### src/hw/rtl/abkf_pkg.sv
// Shared types, codes and saturation helpers for the angle/bias Kalman filter.
package abkf_pkg;

  localparam logic [1:0] REG_QA = 2'd0;
  localparam logic [1:0] REG_QB = 2'd1;
  localparam logic [1:0] REG_R  = 2'd2;

  localparam logic [31:0] QA_RESET = 32'd4294967;
  localparam logic [31:0] QB_RESET = 32'd12884902;
  localparam logic [31:0] R_RESET  = 32'd128849019;

  localparam logic [47:0] S48_MAX  = 48'h7FFF_FFFF_FFFF;
  localparam logic [63:0] PROD_CAP = 64'h4000_0000_0000_0000;

  typedef enum logic [1:0] {ST_IDLE, ST_ISSUE, ST_WAIT, ST_FINISH} state_t;

  typedef enum logic [3:0] {
    OP_ANGLE, OP_T, OP_P00, OP_P0110, OP_P11, OP_K0, OP_K1,
    OP_UB, OP_UA, OP_C10, OP_C11, OP_C00, OP_C01
  } op_t;

  typedef enum logic [1:0] {KIND_MUL, KIND_DIV, KIND_DIRECT} kind_t;

  localparam logic [3:0] LAST_STEP = 4'd12;

  typedef struct packed {
    logic load;
    logic mul_start;
    logic div_start;
    logic wb;
    logic out_load;
    op_t  op;
  } cmd_t;

  typedef struct packed {
    logic mul_done;
    logic div_done;
  } sts_t;

  // bias update runs before the angle update so both see the same innovation
  function automatic op_t op_of(input logic [3:0] step);
    op_t o;
    case (step)
      4'd0:    o = OP_ANGLE;
      4'd1:    o = OP_T;
      4'd2:    o = OP_P00;
      4'd3:    o = OP_P0110;
      4'd4:    o = OP_P11;
      4'd5:    o = OP_K0;
      4'd6:    o = OP_K1;
      4'd7:    o = OP_UB;
      4'd8:    o = OP_UA;
      4'd9:    o = OP_C10;
      4'd10:   o = OP_C11;
      4'd11:   o = OP_C00;
      default: o = OP_C01;
    endcase
    return o;
  endfunction

  function automatic kind_t kind_of(input op_t o);
    kind_t k;
    case (o)
      OP_P0110:     k = KIND_DIRECT;
      OP_K0, OP_K1: k = KIND_DIV;
      default:      k = KIND_MUL;
    endcase
    return k;
  endfunction

  function automatic logic [31:0] sat32(input logic signed [65:0] v);
    logic [31:0] r;
    if (v > 66'sd2147483647) r = 32'h7FFF_FFFF;
    else if (v < -66'sd2147483648) r = 32'h8000_0000;
    else r = v[31:0];
    return r;
  endfunction

  function automatic logic [47:0] sat48(input logic signed [65:0] v);
    logic [47:0] r;
    if (v > 66'sh7FFF_FFFF_FFFF) r = 48'h7FFF_FFFF_FFFF;
    else if (v < -66'sh8000_0000_0000) r = 48'h8000_0000_0000;
    else r = v[47:0];
    return r;
  endfunction

endpackage

### src/hw/rtl/abkf_ctrl.sv
// Sequencer that steps the datapath through predict and update for each word.
module abkf_ctrl import abkf_pkg::*; (
  input  logic clk,
  input  logic rst,
  input  logic in_valid,
  output logic in_ready,
  output logic out_valid,
  input  logic out_ready,
  output cmd_t cmd,
  input  sts_t sts
);

  state_t     state, state_next;
  logic [3:0] step;
  op_t        op;
  kind_t      kind;
  logic       done;
  logic       out_free;

  always_comb begin
    op       = op_of(step);
    kind     = kind_of(op);
    done     = (kind == KIND_DIV) ? sts.div_done : sts.mul_done;
    out_free = !out_valid || out_ready;
  end

  always_comb begin
    state_next = state;
    case (state)
      ST_IDLE:  if (in_valid) state_next = ST_ISSUE;
      ST_ISSUE: begin
        if (kind != KIND_DIRECT) state_next = ST_WAIT;
        else if (step == LAST_STEP) state_next = ST_FINISH;
      end
      ST_WAIT: begin
        if (done) state_next = (step == LAST_STEP) ? ST_FINISH : ST_ISSUE;
      end
      ST_FINISH: if (out_free) state_next = ST_IDLE;
      default:   state_next = ST_IDLE;
    endcase
  end

  always_comb begin
    cmd      = '0;
    cmd.op   = op;
    in_ready = 1'b0;
    case (state)
      ST_IDLE: begin
        in_ready = 1'b1;
        cmd.load = in_valid;
      end
      ST_ISSUE: begin
        cmd.mul_start = (kind == KIND_MUL);
        cmd.div_start = (kind == KIND_DIV);
        cmd.wb        = (kind == KIND_DIRECT);
      end
      ST_WAIT:   cmd.wb = done;
      ST_FINISH: cmd.out_load = out_free;
      default: ;
    endcase
  end

  always_ff @(posedge clk) begin
    if (rst) begin
      state     <= ST_IDLE;
      step      <= '0;
      out_valid <= 1'b0;
    end else begin
      state <= state_next;
      if (state == ST_IDLE) step <= '0;
      else if (cmd.wb) step <= step + 4'd1;
      if (cmd.out_load) out_valid <= 1'b1;
      else if (out_ready) out_valid <= 1'b0;
    end
  end

endmodule

### config.mk
export PLATFORM = sky130hd
export DESIGN_NAME = abkf_ctrl
export DESIGN_NICKNAME = d
export VERILOG_FILES = /design/src/hw/rtl/abkf_pkg.sv /design/src/hw/rtl/abkf_ctrl.sv
export SDC_FILE = /design/constraint.sdc
export NUM_CORES = 1
export LEC_CHECK = 0
export BUFFER_PORTS_ARGS = -buffer_cell sky130_fd_sc_hd__clkbuf_2
export CORE_UTILIZATION = 45
export DETAILED_ROUTE_END_ITERATION = 16
export PLACE_DENSITY = 0.8
export SYNTH_ARGS = -nofsm -noshare
export SYNTH_HDL_FRONTEND = slang
export SYNTH_SLANG_ARGS = --single-unit
### constraint.sdc
create_clock -name clk -period 2 [get_ports clk]
set_clock_uncertainty 0.1 [all_clocks]
set_input_delay 0.1 -clock clk [delete_from_list [all_inputs] [get_ports clk]]
set_output_delay 0.1 -clock clk [all_outputs]
set_load 0.03 [all_outputs]
Word level (Yosys, flattened, before mapping). Memory sizes are Yosys's and may differ from the RTL's. A register that Yosys moved wholly into a read port is not among the register bits. Cells that the tools add are included.

ROM bits: 64. Register bits: 7. Memories: 1.

Muxes and demuxes: 18. Add/subtract/negate cells: 1. Equal/unequal tests: 14. Reduce and logical (&&, ||, !) cells: 8.

Memory list: (name not given) (words 16, bits a word 4, read ports 1, clocked after Yosys merged registers in 1, wr ports 0, line abkf_pkg.sv:43) `case (step)`.

Operators by type and width (count): 2-bit two-way mux (7); 4-bit by 3-bit == test with 1-bit output, second input constant (2); 4-bit two-way mux (2); 2-bit != test, second input constant (4); 2-bit one-hot mux with 4 select lines (1); 2-bit == test, second input constant (3); 1-bit two-way mux (6); 4-bit by 1-bit adder with 4-bit output, second input constant (1); 2-bit by 1-bit == test with 1-bit output, second input constant (2); 4-bit by 2-bit == test with 1-bit output, second input constant (1); 4-bit == test, second input constant (1); 2-bit logical NOT (2); 2-bit one-hot mux with 2 select lines (1); 4-bit AND reduction (1); 2-bit OR reduction (2); 3-bit != test, second input constant (1); 1-bit one-hot mux with 2 select lines (1); 2-bit nonzero test (1); 1-bit logical NOT (1); 1-bit logical OR (1).

Logic depth before layout (Yosys ltp). Gate-level depths: netlist of the first run.

Depth after elaboration: 8. Depth in mapped cells: 8. Gate-level depth less buffers: 8.

Worst setup path before layout of the first run. Ideal clock, no wire load.

Path kind: register to register. Start point: register, netlist name op[0]. End point: register, netlist name op[0]. Setup slack: -191 ps. Arrival time: 1978 ps. Data required time: 1788 ps. Cell stages (with the launch flop): 7. Clock period less this slack: 2191 ps. Path buffers: 0. Path through: dfxtp_1 xnor2_1 or3b_1 a21boi_2 o211ai_2 xnor2_2 a2111oi_1.

Cells in the longest elaborated chain, start to end: 8. Elaborated cells between the ends (all ways): 11. Classes of those cells: eq/ne (5); mux (5); reduce/logical (1).

RTL lines: 4-bit by 3-bit == test with 1-bit output (line abkf_pkg.sv:63) `case (o)`; 2-bit OR reduction (line abkf_pkg.sv:63); 2-bit one-hot mux with 2 select lines * (line abkf_pkg.sv:63); 2-bit by 1-bit == test with 1-bit output (line abkf_ctrl.sv:23) `done = (kind == KIND_DIV) ? sts.div_done : sts.mul_done;`; 1-bit two-way mux (line abkf_ctrl.sv:23); 1-bit one-hot mux with 2 select lines * (line abkf_ctrl.sv:47) `case (state)`; 4-bit two-way mux (no source line) * (2 in series).

Every way passes the cells marked *; elsewhere a longest branch is shown, timed or not. A chain may end at the register's enable or synchronous reset.

Worst setup path in the final report of the first run.
Start point: register, netlist name op[0]. End point: register, netlist name op[1].

Cells in the longest elaborated chain, start to end: 8. Elaborated cells between the ends (all ways): 11. Classes of those cells: eq/ne (5); mux (5); reduce/logical (1).

RTL lines (line): 4-bit by 3-bit == test with 1-bit output (abkf_pkg.sv:63); 2-bit OR reduction (abkf_pkg.sv:63); 2-bit one-hot mux with 2 select lines * (abkf_pkg.sv:63); 2-bit by 1-bit == test with 1-bit output (abkf_ctrl.sv:23); 1-bit two-way mux (abkf_ctrl.sv:23); 1-bit one-hot mux with 2 select lines * (abkf_ctrl.sv:47); 4-bit two-way mux (no source line) * (2 in series).

Marks and branches as above.

==> results of run 1 <==
where the power goes:
| group | switching, mW | internal (mW) | total, mW |
|---|---|---|---|
| Sequential | 0.0148 | 0.243 | 0.257 |
| Combinational | 0.351 | 0.221 | 0.572 |
| Clock | 0.0785 | 0.0773 | 0.156 |
| Total | 0.444 | 0.541 | 0.985 |
flip-flops by register name, indices dropped and copies added, names as in the netlist:
register   count
op             4
out_valid      1
state          2
step           4
cell type report:
| cell class | instances | area, sq um | area share (%) |
|---|---|---|---|
| multi-input cells | 48 | 498 | 50.7 |
| flip-flops and latches | 11 | 233 | 23.7 |
| repair buffers | 29 | 188 | 19.1 |
| clock buffers | 4 | 26.3 | 2.68 |
| inverters | 5 | 18.8 | 1.91 |
| well taps | 15 | 18.8 | 1.91 |
kinds of logic after synthesis:
| group | synth area share (%) |
|---|---|
| simple gates | 22.5 |
| compound gates | 19.0 |
| flops | 32.2 |
| buf+inv | 6.41 |
| fa+ha+maj | 11.0 |
| xor+xnor | 7.33 |
| mux | 1.47 |
cells in the mapped netlist (2+ instances only):
master / n
inv_1: 5
o211ai_2: 2
nor2b_1: 4
o21ai_2: 2
xnor2_2: 2
a2111oi_1: 2
dfxtp_1: 11
xnor2_1: 2
nor2_1: 2
nor3b_2: 4
nand3_1: 2
nor3_1: 4
a21oi_1: 2
ha_1: 6
worst register-to-register path: stages (launching register included):
cell       delay (ps)
dfxtp_4           350
xnor2_2           140
or3b_4            420
a21boi_4          220
o211ai_2          120
xnor2_2           180
a2111oi_2         370
what timing repair did:
action	CTS	global route
endpoints found under the setup margin	4	5
pin swaps	1	2
gates resized for setup	8	11
routing by layer:
metal	global-route usage, %	routed length (um)
met1	25.1	676
met2	36.7	816
met3	3.26	46
met4	7.50	19
met5	0	0
cell usage in the layout, fill, tap and decap left out, types with 2 or more instances in the layout:
| cell | synthesis | layout |
|---|---|---|
| clkbuf_2 | 0 | 15 |
| buf_4 | 0 | 13 |
| ha_1 | 6 | 5 |
| dfxtp_1 | 11 | 5 |
| nor2b_1 | 4 | 4 |
| nor3_1 | 4 | 4 |
| nor3b_2 | 4 | 4 |
| dfxtp_2 | 0 | 4 |
| inv_1 | 5 | 3 |
| xnor2_2 | 2 | 3 |
| clkbuf_4 | 0 | 3 |
| o21ai_2 | 2 | 2 |
| inv_2 | 0 | 2 |
| o211ai_2 | 2 | 2 |
| a2111oi_2 | 0 | 2 |
| nor2_1 | 2 | 2 |
| dfxtp_4 | 0 | 2 |
final timing paths:
kind	startpoint	end	slack, ps	cells after the start
worst min-delay path	out_ready	out_valid$_SDFFE_PP0P_	30	4
worst max register to register	op[0]$_DFF_P_	op[1]$_DFF_P_	-9	6
worst max-delay path	op[0]$_DFF_P_	op[1]$_DFF_P_	-9	6
worst min register to register	step[2]$_SDFFE_PP0P_	state[1]$_SDFFE_PP0P_	470	2
==> results by group, run 1 <==
Power
  • LEAKAGE: 0.419 nW
  • VDD IR max: 0.528 mV
  • Overall power: 0.985 mW
  • Pwr per Cell Area: 1000 nW/um^2

STA
  • Slew margin rel.: 79.9%
  • Final worst slack: -8.76 ps
  • Final hold violation count: 0
  • RSZ-0062 raised after global routing: yes
  • Minimum clock period: 2010 ps
  • Final setup violation count: 2
  • Setup TNS: -11.2 ps
  • Min Hold Slack: 30.6 ps
  • Fmax: 0.498 GHz
  • Final Cycle Share: 100%
  • Least-Margin Pin Slew: 293 ps
  • Max-slew violations: 0

Yosys
  • Gate count of the mapped netlist: 66
  • Yosys top cell by area: dfxtp_1
  • Number of synthesized flops with an enable pin: 0
  • Syn_area_per_cell: 10.4 sq um
  • Mapped cell area: 683 sq um
  • Top post-synthesis cells by area: dfxtp_1 (32%), ha_1 (11%), nor3b_2 (7.3%), xnor2_2 (4.8%), nor2b_1 (3.7%)
  • Sequential area share after synthesis: 32.2%
  • Top-area cell type share of the netlist area: 32.2%
  • Async SR Flop Fraction: 0%
  • Distinct cells, synth: 30
  • Post-synthesis net count: 78
  • Synth Register Bits: 11
  • YS warnings: 0
  • Primary FF master, synth: dfxtp_1

Routing
  • DR vias/cell: 5.34
  • 1st-iter DRT viols: 6
  • Final Routed Wirelength: 1560 um
  • Wirelength per Cell: 13.9 um
  • DR pass1 iterations: 4
  • DRC: 0
  • Routed Antenna Nets: 0
  • Total number of vias: 598

Floorplan
  • Initial Util: 50.6%
  • I/O pins: 17
  • Overall die width: 41.0 um
  • DIE HEIGHT: 41.0 um
  • Core footprint: 1350 sq um
  • Rows: 13
  • Die area: 1680 sq um

Layout
  • Layout cells sized above 1: 63.9%
  • Final instance area: 982 sq um
  • Area Growth Syn to Fin: 43.8%
  • Nets: 110
  • Ant diodes: 0
  • Fin util: 72.8%
  • # fillers: 108
  • Post-route insts no fill: 112

GRT
  • First-pass GRT wire length: 2220 um
  • Initial antenna violation count: 0
  • Largest net degree at the start of global routing: 13
  • GRT Residual Overflow: 0
  • Tot GR Track Use: 20.9%
  • Vias in the first global route: 514

Critical path
  • CP arrival: 2070 ps
  • Most frequent cell on the critical path: xnor2_2
  • Largest stage delay on the critical path: 420 ps
  • CP Cell Sequence: xnor2_2 -> or3b_4 -> a21boi_4 -> o211ai_2 -> xnor2_2 -> a2111oi_2
  • CP bufs+invs: 0
  • Startpoint Class: register
  • Crit path max-delay family: compound AO/OA/AOI/OAI gates
  • Critical path class: reg2reg
  • Data required, critical path: 2060 ps
  • Max FO, Critical Path: 4
  • Setup crit end kind: register
  • Slowest-stage cell, CP: or3b_4

Run status
  • Status: finished, violations left
  • Failing checks: negative setup slack

Clocking
  • Skew-Pair Late Insertion Delay: 270 ps
  • Clk sink count: 11
  • Hold_buf cts: 0
  • TritonCTS Buffers: 3
  • CTS tree: built
  • Worst-case clock buffer depth: 2
  • Clock slew at reported path FFs: 70 ps
  • H-tree depth: 1
  • Clock Root Buffer: clkbuf_4
  • Setup bufs post-CTS: 0

Place
  • Number of port buffers: 16
  • DP Cell Count: 108
  • Hpwl dp: 1070 um
  • Placement Cell Area: 880 sq um
  • Setup WS pre-CTS: -57.0 ps
  • Gpl congestion: 0.793

Hold path
  • HP Class: in2reg

Flow run
  • MaxCap Viol Count: 0
(Power assumes the default switching activity.)
==> run 2: changes to the inputs <==
--- a/config.mk
+++ b/config.mk
@@ -10,3 +10,3 @@
 export DETAILED_ROUTE_END_ITERATION = 16
-export PLACE_DENSITY = 0.8
+export PLACE_DENSITY = 0.75
 export SYNTH_ARGS = -nofsm -noshare
==> constraint.sdc (replaced) <==
create_clock -name clk -period 2 [get_ports clk]
set_clock_uncertainty 0.1 [all_clocks]
set_input_delay 0 -clock clk [delete_from_list [all_inputs] [get_ports clk]]
set_output_delay 0 -clock clk [all_outputs]
set_load 0.03 [all_outputs]
==> results by group, run 2 (synthesis gave the netlist of run 1 again) <==
Hold path
  • HP Class: in2reg
  • Hold path endpoint: state[0]$_SDFFE_PP0P_
  • Worst hold start: sts[1]
  • Hold-critical path depth: 5

Critical path
  • Crit path max-delay family: compound AO/OA/AOI/OAI gates
  • Setup crit end kind: register
  • CP arrival: 2040 ps
  • R2R Setup Slk: 10 ps
  • Crit. Startpoint: op[0]$_DFF_P_
  • CP bufs+invs: 0
  • Largest stage delay on the critical path: 390 ps
  • Critical path class: reg2reg
  • Worst reg-to-reg path cell count: 6
  • Data required, critical path: 2050 ps
  • CP Cell Sequence: xnor2_4 -> or3b_4 -> a21boi_4 -> o211ai_2 -> xnor2_2 -> a2111oi_2
  • Startpoint Class: register
  • RR Endpoint: op[1]$_DFF_P_
  • RR Startpoint: op[0]$_DFF_P_
  • Slowest-stage cell, CP: or3b_4
  • Max FO, Critical Path: 3

Layout
  • Area Growth Syn to Fin: 53.1%
  • Ant diodes: 0
  • Commonest non-fill, non-tap cell in the layout: buf_4
  • Final instance area: 1050 sq um
  • Layout cells sized above 1: 61.2%
  • Fin util: 77.5%
  • Nets: 116
  • Most frequent cells in the layout: buf_4 (16), clkbuf_2 (15), inv_1 (5), ha_1 (5), dfxtp_1 (5)

Floorplan
  • Core footprint: 1350 sq um
  • DIE HEIGHT: 41.0 um
  • I/O pins: 17
  • Overall die width: 41.0 um
  • Initial Util: 50.6%
  • Rows: 13
  • Die area: 1680 sq um

STA
  • Least-Margin Pin Slew: 311 ps
  • RSZ-0062 raised after global routing: yes
  • Final hold violation count: 0
  • Slew margin rel.: 79.2%
  • Minimum clock period: 1990 ps
  • Final setup violation count: 0
  • Final Cycle Share: 99.4%
  • Max-slew violations: 0
  • Fmax: 0.503 GHz

Clocking
  • Skew-Pair Late Insertion Delay: 270 ps
  • Clock slew at reported path FFs: 80 ps
  • H-tree depth: 1
  • Clock Root Buffer: clkbuf_4
  • Worst-case clock buffer depth: 2
  • Clk sink count: 11
  • CTS tree: built
  • TritonCTS Buffers: 3

Routing
  • DR vias/cell: 5.28
  • Wirelength per Cell: 14.3 um
  • Total number of vias: 623
  • Final Routed Wirelength: 1690 um
  • DRC: 0
  • 1st-iter DRT viols: 6
  • Routed Antenna Nets: 0
  • DR pass1 iterations: 4

Flow run
  • MaxCap Viol Count: 0

GRT
  • Largest net degree at the start of global routing: 13
  • GR Util met1: 28.0%
  • Met2 usage: 37.5%
  • Initial antenna violation count: 0
  • Tot GR Track Use: 22.7%
  • GRT busiest layer: met2
  • Vias in the first global route: 526
  • First-pass GRT wire length: 2410 um
  • GRT Residual Overflow: 0
  • Met3 usage: 4.89%

Power
  • VDD IR max: 0.781 mV
  • Pwr per Cell Area: 941 nW/um^2
  • LEAKAGE: 0.449 nW

Place
  • Gpl congestion: 0.828
  • Number of port buffers: 16
  • Hpwl dp: 1110 um
  • Placement Cell Area: 895 sq um

Run status
  • Status: finished, final reports clean
-- run 2: changes by cell type in the layout (fill, tap and decap cells not counted), moves of 2 or more --
cell and delta:
dlygate4sd3_1 +3, inv_2 -2, inv_1 +2, buf_4 +3
-- run 2: worst max path at each step --
| stage | slack (ps) | end | cells after the start |
|---|---|---|---|
| 2_1_floorplan | 5 | op[0]$_DFF_P_ | 6 |
| 3_3_place_gp | -1 | state[0]$_SDFFE_PP0P_ | 9 |
| 3_5_place_dp | -80 | state[0]$_SDFFE_PP0P_ | 9 |
| 4_1_cts | 10 | state[0]$_SDFFE_PP0P_ | 9 |
| 5_1_grt | -80 | op[0]$_DFF_P_ | 6 |
| 6_report | 10 | op[1]$_DFF_P_ | 6 |
-- run 2: final cells by class --
type                       instances  area, sq um
sequential                        11          233
fill                              83          304
multi-input combinational         48          517
tap                               15         18.8
inverter                           5         18.8
timing repair buffer              35          233
clock buffer                       4         26.3
-- run 2: repair_timing --
action | in CTS | in global routing
hold buffers | 3 | 0
endpoints found under the setup margin | 4 | 5
gates resized for setup | 5 | 13
hold endpoints to repair | 4 | 0
pin swaps | 2 | 5
buffers inserted | 0 | 2
-- run 2: worst min-delay path: stages --
cell	delay [ps]
clkbuf_2	100
o21ai_4	90
a31oi_4	130
o21ai_2	70
a221oi_2	60
-- run 2: per-stage QoR --
stage	total power [mW]	hold slack [ps]	setup TNS, ps	worst slack [ps]	instances
final	0.984	125	0	11.4	118
after global routing	1.05	165	-185	-79.3	118
after CTS	0.930	162	0	11.6	117
after detailed placement	0.743	224	-134	-78.4	110
after global placement	0.731	213	-1.10	-1.10	110
after floorplan	0.602	-27.7	0	4.88	66
-- run 2: where the power goes --
part	switching [mW]	total [mW]	internal [mW]
registers	0.0145	0.257	0.243
clock network	0.0785	0.156	0.0772
logic	0.342	0.571	0.229
-- run 2: routing by layer --
metal  routed length, um  share of wire, %
met2                 909                54
met4                   0                 0
met5                   0                 0
met3                  45               2.7
met1                 732                43
